`config.mk`:
```
export PLATFORM = sky130hd
export DESIGN_NAME = number_to_display_chars
export DESIGN_NICKNAME = d
export VERILOG_FILES = /design/src/design/ndc_pkg.sv /design/src/design/number_to_display_chars.sv /design/src/design/ndc_digit_stage.sv /design/src/design/ndc_serializer.sv
export SDC_FILE = /design/constraint.sdc
export NUM_CORES = 1
export LEC_CHECK = 0
export BUFFER_PORTS_ARGS = -buffer_cell sky130_fd_sc_hd__buf_4
export CAP_MARGIN = 25
export CORE_AREA = 2 2 268 270
export DETAILED_ROUTE_END_ITERATION = 10
export DIE_AREA = 0 0 270 272
export GPL_ROUTABILITY_DRIVEN = 0
export PLACE_DENSITY = 0.66
export SLEW_MARGIN = 20
export SYNTH_ARGS = -nofsm -noshare
export SYNTH_HDL_FRONTEND = slang
export SYNTH_SLANG_ARGS = --single-unit
```
`constraint.sdc`:
```
create_clock -name clk -period 7.09 [get_ports clk]
set_input_delay 0.3545 -clock clk [delete_from_list [all_inputs] [get_ports clk]]
set_output_delay 0.3545 -clock clk [all_outputs]
set_load 0.02 [all_outputs]
```
`src/design/ndc_pkg.sv`:
```
`timescale 1ns / 1ps
`default_nettype none

package ndc_pkg;

	// Format codes
	localparam logic [1:0] FMT_UNSIGNED = 2'd0;
	localparam logic [1:0] FMT_SIGNED   = 2'd1;
	localparam logic [1:0] FMT_HEX      = 2'd2;

	// Character codes
	localparam logic [7:0] CHAR_MINUS   = 8'h2D;
	localparam logic [7:0] CHAR_PLUS    = 8'h2B;
	localparam logic [7:0] CHAR_ZERO    = 8'h30;
	localparam logic [7:0] CHAR_UPPER_A = 8'h41;

	localparam int DEC_DIGITS = 5;
	localparam int HEX_DIGITS = 4;
	localparam int SLOTS      = 7;

	// 100000 = 2^5 * 3125. The low five bits pass straight through and the
	// rest is reduced modulo 3125 with a reciprocal multiply.
	localparam int              LOW_BITS  = 5;
	localparam int              X_W       = 32 - LOW_BITS;
	localparam int              M_W       = 28;
	localparam int              P_W       = X_W + M_W;
	localparam int              Q_W       = 16;
	localparam int              R_W       = 12;
	localparam int              REC_SHIFT = 39;
	localparam logic [M_W-1:0]  REC_M     = 28'd175921861;
	localparam logic [R_W-1:0]  DIV_ODD   = 12'd3125;

	// Remainder modulo 100000 fits in 17 bits.
	localparam int REM_W = R_W + LOW_BITS;

	typedef struct packed {
		logic [1:0] fmt;
		logic [2:0] count;
		logic       neg;
		logic [7:0] cmd;
	} ctl_t;

	typedef struct packed {
		logic       is_command;
		logic [7:0] code;
	} res_t;

	function automatic logic [REM_W-1:0] dec_weight(input logic [2:0] pos);
		logic [REM_W-1:0] w;
		unique case (pos)
			3'd0:    w = 17'd1;
			3'd1:    w = 17'd10;
			3'd2:    w = 17'd100;
			3'd3:    w = 17'd1000;
			3'd4:    w = 17'd10000;
			default: w = 17'd1;
		endcase
		return w;
	endfunction

	function automatic logic [7:0] hex_char(input logic [3:0] d);
		logic [7:0] c;
		if (d < 4'd10) begin
			c = CHAR_ZERO + {4'd0, d};
		end else begin
			c = CHAR_UPPER_A + {4'd0, d} - 8'd10;
		end
		return c;
	endfunction

endpackage

`default_nettype wire

```
`src/design/number_to_display_chars.sv`:
```
`timescale 1ns / 1ps
`default_nettype none

// Formats one 32-bit number into the bytes sent to a character display.
// Input channel: in_valid / in_stall carry format_kind, digit_count, value
// and cursor_command. An item is taken at a clock edge where in_valid is
// high and in_stall is low.
// Output channel: out_valid / out_stall carry one byte per item: the cursor
// command first (is_command high), then the sign in signed decimal, then the
// low digit_count digits, most significant first. last marks the final byte.
// Throughput: a number is 1 to 7 bytes long on the output, sent one byte
// per cycle while out_stall is low; the output byte rate is the limit, the
// eight-stage front pipeline takes a new number every cycle while there is
// room.
// The decimal path reduces the value modulo 100000 with one reciprocal
// multiply stage and one multiply-subtract stage, then peels one decimal
// digit per stage by parallel compares.
// Reset clears all valid flags; no bytes are pending afterwards.
// When the receiver stalls, the current byte holds, the pipeline fills, and
// once it is full in_stall rises until bytes drain again.

module number_to_display_chars
	import ndc_pkg::*;
(
	input  wire logic        clk,
	input  wire logic        arst_n,
	input  wire logic        in_valid,
	output logic             in_stall,
	input  wire logic [1:0]  format_kind,
	input  wire logic [2:0]  digit_count,
	input  wire logic [31:0] value,
	input  wire logic [7:0]  cursor_command,
	output logic             out_valid,
	input  wire logic        out_stall,
	output logic             is_command,
	output logic      [7:0]  char_code,
	output logic             last
);

	// Stage valid flags and the per-stage ready chain.
	logic [8:1] vld_s;
	logic [8:1] rdy;
	logic       ser_rdy;

	ctl_t                  ctl_s [1:8];
	logic [31:0]           val_s1;
	logic [31:0]           mag_s2;
	logic [P_W-1:0]        prod_s3;
	logic [X_W-1:0]        xr_s3;
	logic [LOW_BITS-1:0]   low_s3;
	logic [15:0]           hex_s [3:8];
	logic [REM_W-1:0]      rem_s [4:8];
	logic [4:1][3:0]       dec_s [4:8];

	logic                  neg_a;
	logic [31:0]           mag_a;
	logic [Q_W-1:0]        q_c;
	logic [Q_W+R_W-1:0]    qm_c;
	logic [X_W-1:0]        r_c;
	logic [3:0]            dig_w [5:8];
	logic [REM_W-1:0]      remn_w [5:8];
	logic [4:0][7:0]       chars;

	// A stage can take new data when it is empty or its content moves on.
	always_comb begin
		rdy[8] = !vld_s[8] || ser_rdy;
		for (int i = 7; i >= 1; i--) begin
			rdy[i] = !vld_s[i] || rdy[i+1];
		end
	end

	assign in_stall = !rdy[1];

	always_ff @(posedge clk or negedge arst_n) begin
		if (!arst_n) begin
			vld_s <= '0;
		end else begin
			if (rdy[1]) begin
				vld_s[1] <= in_valid;
			end
			for (int i = 2; i <= 8; i++) begin
				if (rdy[i]) begin
					vld_s[i] <= vld_s[i-1];
				end
			end
		end
	end

	// Stage 1: input register.
	always_ff @(posedge clk) begin
		if (rdy[1]) begin
			ctl_s[1] <= '{fmt: format_kind, count: digit_count, neg: 1'b0,
				cmd: cursor_command};
			val_s1   <= value;
		end
	end

	// Stage 2: sign and magnitude. The most negative value wraps onto its
	// own unsigned magnitude.
	assign neg_a = (ctl_s[1].fmt == FMT_SIGNED) && val_s1[31];
	assign mag_a = neg_a ? (32'd0 - val_s1) : val_s1;

	always_ff @(posedge clk) begin
		if (rdy[2]) begin
			ctl_s[2] <= '{fmt: ctl_s[1].fmt, count: ctl_s[1].count, neg: neg_a,
				cmd: ctl_s[1].cmd};
			mag_s2   <= mag_a;
		end
	end

	// Stage 3: quotient of the upper bits by 3125 via reciprocal multiply.
	always_ff @(posedge clk) begin
		if (rdy[3]) begin
			ctl_s[3] <= ctl_s[2];
			prod_s3  <= {{M_W{1'b0}}, mag_s2[31:LOW_BITS]} * {{X_W{1'b0}}, REC_M};
			xr_s3    <= mag_s2[31:LOW_BITS];
			low_s3   <= mag_s2[LOW_BITS-1:0];
			hex_s[3] <= mag_s2[15:0];
		end
	end

	// Stage 4: remainder modulo 3125, then joined with the low bits to give
	// the value modulo 100000.
	assign q_c  = prod_s3[REC_SHIFT +: Q_W];
	assign qm_c = {{R_W{1'b0}}, q_c} * {{Q_W{1'b0}}, DIV_ODD};
	assign r_c  = xr_s3 - qm_c[X_W-1:0];

	always_ff @(posedge clk) begin
		if (rdy[4]) begin
			ctl_s[4] <= ctl_s[3];
			hex_s[4] <= hex_s[3];
			rem_s[4] <= {r_c[R_W-1:0], low_s3};
			dec_s[4] <= '0;
		end
	end

	// Stages 5 to 8: one decimal digit each, most significant first. What
	// remains after the last of them is the units digit.
	for (genvar g = 0; g < 4; g++) begin : g_dig
		localparam int ST = 5 + g;

		logic [4:1][3:0] dec_n;

		ndc_digit_stage #(
			.POS(4 - g)
		) u_dig (
			.rem_in (rem_s[ST-1]),
			.digit  (dig_w[ST]),
			.rem_out(remn_w[ST])
		);

		// Digits found so far, with this stage's digit dropped into place.
		always_comb begin
			dec_n        = dec_s[ST-1];
			dec_n[4 - g] = dig_w[ST];
		end

		always_ff @(posedge clk) begin
			if (rdy[ST]) begin
				ctl_s[ST] <= ctl_s[ST-1];
				hex_s[ST] <= hex_s[ST-1];
				rem_s[ST] <= remn_w[ST];
				dec_s[ST] <= dec_n;
			end
		end
	end

	// Character for every digit position, decimal or hex. Hex never shows
	// the fifth position.
	always_comb begin
		chars[0] = CHAR_ZERO + {4'd0, rem_s[8][3:0]};
		for (int p = 1; p < DEC_DIGITS; p++) begin
			chars[p] = CHAR_ZERO + {4'd0, dec_s[8][p]};
		end
		if (ctl_s[8].fmt == FMT_HEX) begin
			chars[DEC_DIGITS-1] = CHAR_ZERO;
			for (int p = 0; p < HEX_DIGITS; p++) begin
				chars[p] = hex_char(hex_s[8][p*4 +: 4]);
			end
		end
	end

	ndc_serializer u_ser (
		.clk       (clk),
		.arst_n    (arst_n),
		.load      (vld_s[8] && ser_rdy),
		.ctl       (ctl_s[8]),
		.chars     (chars),
		.ready     (ser_rdy),
		.out_valid (out_valid),
		.out_stall (out_stall),
		.is_command(is_command),
		.char_code (char_code),
		.last      (last)
	);

endmodule

`default_nettype wire

```
`src/design/ndc_digit_stage.sv`:
```
`timescale 1ns / 1ps
`default_nettype none

module ndc_digit_stage
	import ndc_pkg::*;
#(
	parameter int POS = 4
) (
	input  wire logic [REM_W-1:0] rem_in,
	output logic      [3:0]       digit,
	output logic      [REM_W-1:0] rem_out
);

	localparam logic [REM_W-1:0] W = dec_weight(3'(POS));

	logic [8:0]       ge;
	logic [REM_W-1:0] sub;

	// The input is below ten times the weight, so the digit is the number
	// of multiples of the weight that do not exceed it.
	always_comb begin
		sub = '0;
		for (int k = 1; k <= 9; k++) begin
			ge[k-1] = rem_in >= (REM_W'(k) * W);
			if (ge[k-1]) begin
				sub = REM_W'(k) * W;
			end
		end
		digit   = 4'($countones(ge));
		rem_out = rem_in - sub;
	end

endmodule

`default_nettype wire

```
`src/design/ndc_serializer.sv`:
```
`timescale 1ns / 1ps
`default_nettype none

module ndc_serializer
	import ndc_pkg::*;
(
	input  wire logic            clk,
	input  wire logic            arst_n,
	input  wire logic            load,
	input  wire ctl_t            ctl,
	input  wire logic [4:0][7:0] chars,
	output logic                 ready,
	output logic                 out_valid,
	input  wire logic            out_stall,
	output logic                 is_command,
	output logic      [7:0]      char_code,
	output logic                 last
);

	res_t       buf_q [SLOTS];
	logic [2:0] cnt_q;

	res_t       fill [SLOTS];
	logic [2:0] fill_cnt;
	logic [2:0] nd;
	logic       sgn;
	logic [2:0] k;
	logic [2:0] pos;
	logic       take;

	assign out_valid  = cnt_q != 3'd0;
	assign is_command = buf_q[0].is_command;
	assign char_code  = buf_q[0].code;
	assign last       = cnt_q == 3'd1;
	assign take       = out_valid && !out_stall;
	assign ready      = (cnt_q == 3'd0) || (last && take);

	always_comb begin
		sgn = ctl.fmt == FMT_SIGNED;
		case (ctl.fmt) inside
			FMT_UNSIGNED, FMT_SIGNED: begin
				nd = (ctl.count >= 3'd1 && ctl.count <= 3'(DEC_DIGITS)) ? ctl.count : 3'd0;
			end
			FMT_HEX: begin
				nd = (ctl.count >= 3'd1 && ctl.count <= 3'(HEX_DIGITS)) ? ctl.count : 3'd0;
			end
			default: begin
				nd = 3'd0;
			end
		endcase

		fill[0]  = '{is_command: 1'b1, code: ctl.cmd};
		fill_cnt = 3'd1 + {2'd0, sgn} + nd;
		k        = '0;
		pos      = '0;
		for (int j = 1; j < SLOTS; j++) begin
			fill[j] = '{is_command: 1'b0, code: CHAR_ZERO};
			if (sgn && j == 1) begin
				fill[j].code = ctl.neg ? CHAR_MINUS : CHAR_PLUS;
			end else begin
				k = 3'(j) - 3'd1 - {2'd0, sgn};
				if (k < nd) begin
					pos          = nd - 3'd1 - k;
					fill[j].code = chars[pos];
				end
			end
		end
	end

	always_ff @(posedge clk or negedge arst_n) begin
		if (!arst_n) begin
			cnt_q <= 3'd0;
		end else if (load) begin
			cnt_q <= fill_cnt;
		end else if (take) begin
			cnt_q <= cnt_q - 3'd1;
		end
	end

	always_ff @(posedge clk) begin
		if (load) begin
			buf_q <= fill;
		end else if (take) begin
			for (int j = 0; j < SLOTS - 1; j++) begin
				buf_q[j] <= buf_q[j+1];
			end
		end
	end

endmodule

`default_nettype wire

```
# After elaboration in Yosys (flattened, before gate mapping)
# Memories as Yosys holds them, arrays and structs flattened.
# Cells that the tools add are included.
word_totals:
  n_memories: 4
  elab_cells: 273
  out_inout_bits: 12
  reg_bits: 204
  mem_bits_rw: 373
  inputBits: 49
op_classes:
  n_mux: 85
  reduce_logical: 30
  n_eq_ne: 4
  multipliers: 2
  order_cmp: 55
  n_addsub: 71
mem_list:
  columns: ["name", "depth", "word_bits", "rd", "rd_clocked_by_memory_dff", "wr", "line_no", "text"]
  rows:
  - ["ctl_s", 8, 14, 8, 0, 8, "number_to_display_chars.sv:45", "ctl_t ctl_s [1:8];"]
  - ["hex_s", 6, 16, 6, 0, 6, "number_to_display_chars.sv:51", "logic [15:0] hex_s [3:8];"]
  - ["rem_s", 5, 17, 5, 0, 5, "number_to_display_chars.sv:52", "logic [REM_W-1:0] rem_s [4:8];"]
  - ["dec_s", 5, 16, 5, 0, 5, "number_to_display_chars.sv:53", "logic [4:1][3:0] dec_s [4:8];"]
op_table:
  columns: ["operator", "count"]
  rows:
  - ["$bmux 8 s3", 6]
  - ["$mux 8", 17]
  - ["$mux 53", 2]
  - ["$ge 17x10->1 const B", 5]
  - ["$ge 17x13->1 const B", 4]
  - ["$ge 17x7->1 const B", 4]
  - ["$add 6x4->7 const A", 9]
  - ["$mul 27x28->55 const B", 1]
  - ["$mux 13", 4]
  - ["$ge 17x16->1 const B", 3]
  - ["$ge 17x17->1 const B", 3]
  - ["$ge 17x6->1 const B", 3]
  - ["$ge 17x9->1 const B", 3]
  - ["$mux 17", 3]
  - ["$mux 10", 5]
  - ["$add 4x4->4", 12]
  - ["$mux 16", 3]
  - ["$mux 39", 1]
  - ["$ge 17x12->1 const B", 2]
  - ["$ge 17x14->1 const B", 2]
  - ["$ge 17x15->1 const B", 2]
  - ["$ge 17x5->1 const B", 2]
  - ["$add 1x1->2", 16]
  - ["$add 7x4->8 const A", 4]
  - ["other kinds (47)", 131]

# Depth between registers and ports, before layout
depth:
  word_depth: 14
  depth_mapped: 23
  depth_no_buf: 22

# Cells and area by module
# A second synthesis with hierarchy kept.
unflattened:
  hier_cells: 2960
  area_unflattened_um2: 35282.6
modules_own_cells:
  columns: ["mod", "seq_area_each_um2", "n_inst", "cells_per_inst", "area_each_um2"]
  rows:
  - ["number_to_display_chars", 11941.5, 1, 1949, 26314.0]
  - ["ndc_serializer", 1776.7, 1, 405, 4573.1]
  - ["ndc_digit_stage at g_dig[0].u_dig", 0.0, 1, 187, 1312.5]
  - ["ndc_digit_stage at g_dig[1].u_dig", 0.0, 1, 162, 1196.1]
  - ["ndc_digit_stage at g_dig[2].u_dig", 0.0, 1, 134, 989.7]
  - ["ndc_digit_stage at g_dig[3].u_dig", 0.0, 1, 123, 897.1]

# Least setup slack after synthesis
# OpenSTA, ideal clock, no wires.
synth_path:
  path_type: "reg2reg"
  start: "register mag_s2[12]"
  end: "register prod_s3[50], data pin"
  n_path_buf: 0
  setup_time_ns: 0.266
  synth_period_minus_slack_ns: 6.600
  arrival_time_ns: 6.334
  path_stages_with_launch: 23
  required_ns: 6.824
  path_slack_ns: 0.490
  path_cell_list: "edfxtp_1 -> fa_1 -> inv_1 -> fa_1 -> inv_1 -> fa_1 -> inv_1 -> fa_1 -> inv_1 -> fa_1 -> fa_1 -> inv_1 -> fa_1 -> inv_1 -> ha_1 -> and4_1 -> nand4_1 -> a2111oi_2 -> o21ai_1 -> a211o_1 -> a21oi_2 -> nor3_1 -> or3b_1"
synth_via:
  elab_chain_cells: 1
synth_rtl:
  columns: ["element", "line_no", "text"]
  rows:
  - ["start, declared", "number_to_display_chars.sv:47", "logic [31:0] mag_s2;"]
  - ["start signal, assigned", "number_to_display_chars.sv:107", "mag_s2 <= mag_a;"]
  - ["$mul 27x28->55", "number_to_display_chars.sv:115", "prod_s3 <= {{M_W{1'b0}}, mag_s2[31:LOW_BITS]} * {{X_W{1'b0}}, REC_M};"]
  - ["end signal, assigned", "number_to_display_chars.sv:115", null]
  - ["end, declared", "number_to_display_chars.sv:48", "logic [P_W-1:0] prod_s3;"]
# Every way passes these cells.
# A chain may end at the register's enable or synchronous reset.

# Worst setup path after layout
layout_path:
  start: "register mag_s2[13]"
  end: "register prod_s3[50], data pin"
# The elaborated chain is that of the path after synthesis.

==> impl_metrics.yaml <==
yosys:
  ys_seq_area_share_pct: 39.7
  synth-edff-count: 436
  synth.most_common_cell: "inv_1"
  syn_nets: 3611
  synth.area.top_cells: "edfxtp_1, fa_1, ha_1, inv_1, xnor2_1"
  synth_area_mm2: 0.0337
  synth_seq_cells: 448
  ys_types: 93
  synth_flop_cell: "edfxtp_1"
  ys_warn_count: 0
  ys_top_cells_by_count: "inv_1, edfxtp_1, ha_1"
  synth_top_area_share_pct: 38.9
  synth_cells: 2855
  async_reset_ff_share_pct: 2.46
  yosysTopAreaCell: "edfxtp_1"
  avgSynthCellArea_um2: 11.8
hold_path:
  hp-start: "out_stall"
  holdPathStages: 3
  hold_path_end: "u_ser.cnt_q[2]"
  min_path_type: "input pin to register"
floorplan:
  core_area_mm2: 0.0708
  die-area_mm2: 0.0734
  rows: 98
  dieWidth_um: 270
  io_pins: 61
  initial_core_util_pct: 47.6
  die_y_um: 272
clock_tree:
  cts_buffer_depth: 3
  clk_latency_ns: 0.60
  cts_sinks: 448
  htree_levels: 2
  path_clk_slew_ns: 0.06
  cts_tree: "done"
  cts_made_buffers: 45
  clockRootBuffer: "clkbuf_16"
critical_path:
  r2r-start: "mag_s2[13]"
  worstReg2RegEnd: "prod_s3[50]"
  critPathArrivalTime_ns: 7.13
  crit_start: "mag_s2[13]"
  reg2reg_depth: 23
  path_class: "register to register"
  worst-r2r-setup-slack_ns: 0.30
  worstPathMaxFanout: 3
  crit_path_end_kind: "register"
  start_kind: "register"
  crit_required_ns: 7.42
drt:
  drt-met1-wl_mm: 29.0
  wire_per_inst_um: 18.2
  ant_nets: 0
  drt_iter0_markers: 1496
  num_vias: 20900
  drtPass1Iterations: 6
  wl_met2_mm: 36.9
  post-route-drc-count: 0
  wl_met3_mm: 3.15
  via_per_inst: 5.26
  highest_layer: "met4"
  wirelength_mm: 72.1
sta:
  setup_viol: 0
  period_needed_ns: 6.79
  clock_skew_ns: 0.0455
  rsz0062_at_grt: "no"
  period_share_pct: 95.8
  finalSetupTns_ns: 0
  clock.fmax_ghz: 0.147
  max-slew-margin-rel_pct: 36.7
  finalHoldViolations: 0
  maxSlewViolCount: 0
  worst_slew_pin_slew_ns: 0.944
global_routing:
  grt_max_degree: 58
  grtUsageTotal_pct: 20.1
  overflow: 0
  grt_pass1_wl_mm: 117
  first_global_vias: 22200
  antenna_found_initial: 0
cells_and_area:
  drive_gt1_share_pct: 7.41
  fin_nets: 3743
  fillCellCount: 6054
  synthToLayoutAreaGrowth_pct: 11.0
  multiInputGateArea_mm2: 0.0179
  fin_cells: 3974
  final_cell_area_mm2: 0.0374
  seqCellArea_mm2: 0.0134
placement:
  dpl_cell_area_mm2: 0.0353
  dp_hpwl_mm: 57.9
  io_buffers: 60
  placed_cells: 3840
flow_run:
  cap_viol_max_count: 0
outcome:
  outcome: "finished, final reports clean"
[critical path, cell delays in order (launching register included)]
cell and delay, ns:
edfxtp_1 0.42, fa_1 0.59, inv_2 0.06, fa_1 0.54, inv_2 0.06, fa_1 0.50, inv_1 0.05, fa_1 0.51
inv_1 0.06, fa_1 0.49, fa_1 0.55, inv_1 0.06, fa_1 0.54, inv_1 0.04, ha_1 0.29, and4_1 0.20
nand4_1 0.08, buf_4 0.17, nand2b_1 0.14, and3_1 0.21, a211o_1 0.36, a21oi_2 0.17, nor3_1 0.08, or3b_1 0.35
[layout by cell type, fill, tap and decap left out, drive strengths merged, types with 8 or more instances in the layout]
cell type / n
a21boi: 13
a21o: 25
a21oi: 118
a22o: 14
a31oi: 11
and2: 16
and3: 16
buf: 97
clkbuf: 54
clkinv: 20
dfrtp: 11
dlygate4sd3: 47
edfxtp: 436
fa: 317
ha: 390
inv: 590
mux2i: 40
nand2: 142
nand2b: 17
nand3: 40
nand4: 9
nor2: 125
nor2b: 24
nor3: 39
nor4: 13
o211ai: 12
o21a: 11
o21ai: 112
o31a: 8
o31ai: 15
or2: 11
xnor2: 73
xor2: 39
[flip-flops by register name (all words and copies together) (netlist names), 8 cells and up]
register / cells
ctl_s: 111
dec_s: 40
hex_s: 81
mag_s2: 32
prod_s3: 14
rem_s: 57
u_ser.buf_q: 47
u_ser.char_code: 8
val_s1: 32
vld_s: 8
xr_s3: 10
[through the flow]
stage	hold slack [ns]	util [%]	setup WS, ns
after floorplan	0.0589	-	0.490
after global placement	0.193	49.9	0.106
after detailed placement	0.199	50.0	0.0839
after CTS	0.0605	52.7	0.0368
after global routing	0.0859	52.8	0.0253
final	0.100	52.9	0.295
[worst max-delay path by stage]
stage	endpoint
6_report	prod_s3[50]
5_1_grt	prod_s3[50]
4_1_cts	prod_s3[50]
3_5_place_dp	prod_s3[50]
3_3_place_gp	prod_s3[50]
2_1_floorplan	prod_s3[50]
[cell type report]
type	count	share of cell area [%]
Antenna cell	1	0.00669
Tap cell	950	3.18
Inverter	589	5.91
Multi-Input combinational cell	1759	47.8
Timing Repair Buffer	144	3.32
Sequential cell	448	35.8
Clock inverter	29	0.870
Clock buffer	54	3.16
[cell families (layout without fill, tap and decap cells)]
| kind of cell | after synthesis | after routing | share of synthesized area [%] |
|---|---|---|---|
| buffers and inverters | 648 | 816 | 7.43 |
| AOI/OAI and AO/OA | 403 | 403 | 7.65 |
| DFF | 448 | 448 | 39.7 |
| adders and majority gates | 707 | 707 | 33.3 |
| muxes | 51 | 51 | 1.72 |
| and+or+nand+nor | 485 | 485 | 7.02 |
| xor gates and xnor gates | 112 | 112 | 3.12 |
| other | 1 | 2 | 0.0111 |
[per-layer routing]
layer | global-route usage (%) | vias to the layer above
met5 | 0 | -
met4 | 8.16 | 0
met3 | 2.35 | 156
met2 | 35.8 | 553
met1 | 24.8 | 10300
li1 | - | 9878
[what timing repair did]
item	CTS	global route
resized for setup	0	9
hold endpoints to repair	57	0
setup buffers	0	2
hold buffers	47	0
setup endpoints to repair	0	10
Power is not shown: default switching activity piles up to over one toggle a cycle in this logic, so the estimate is an artifact.
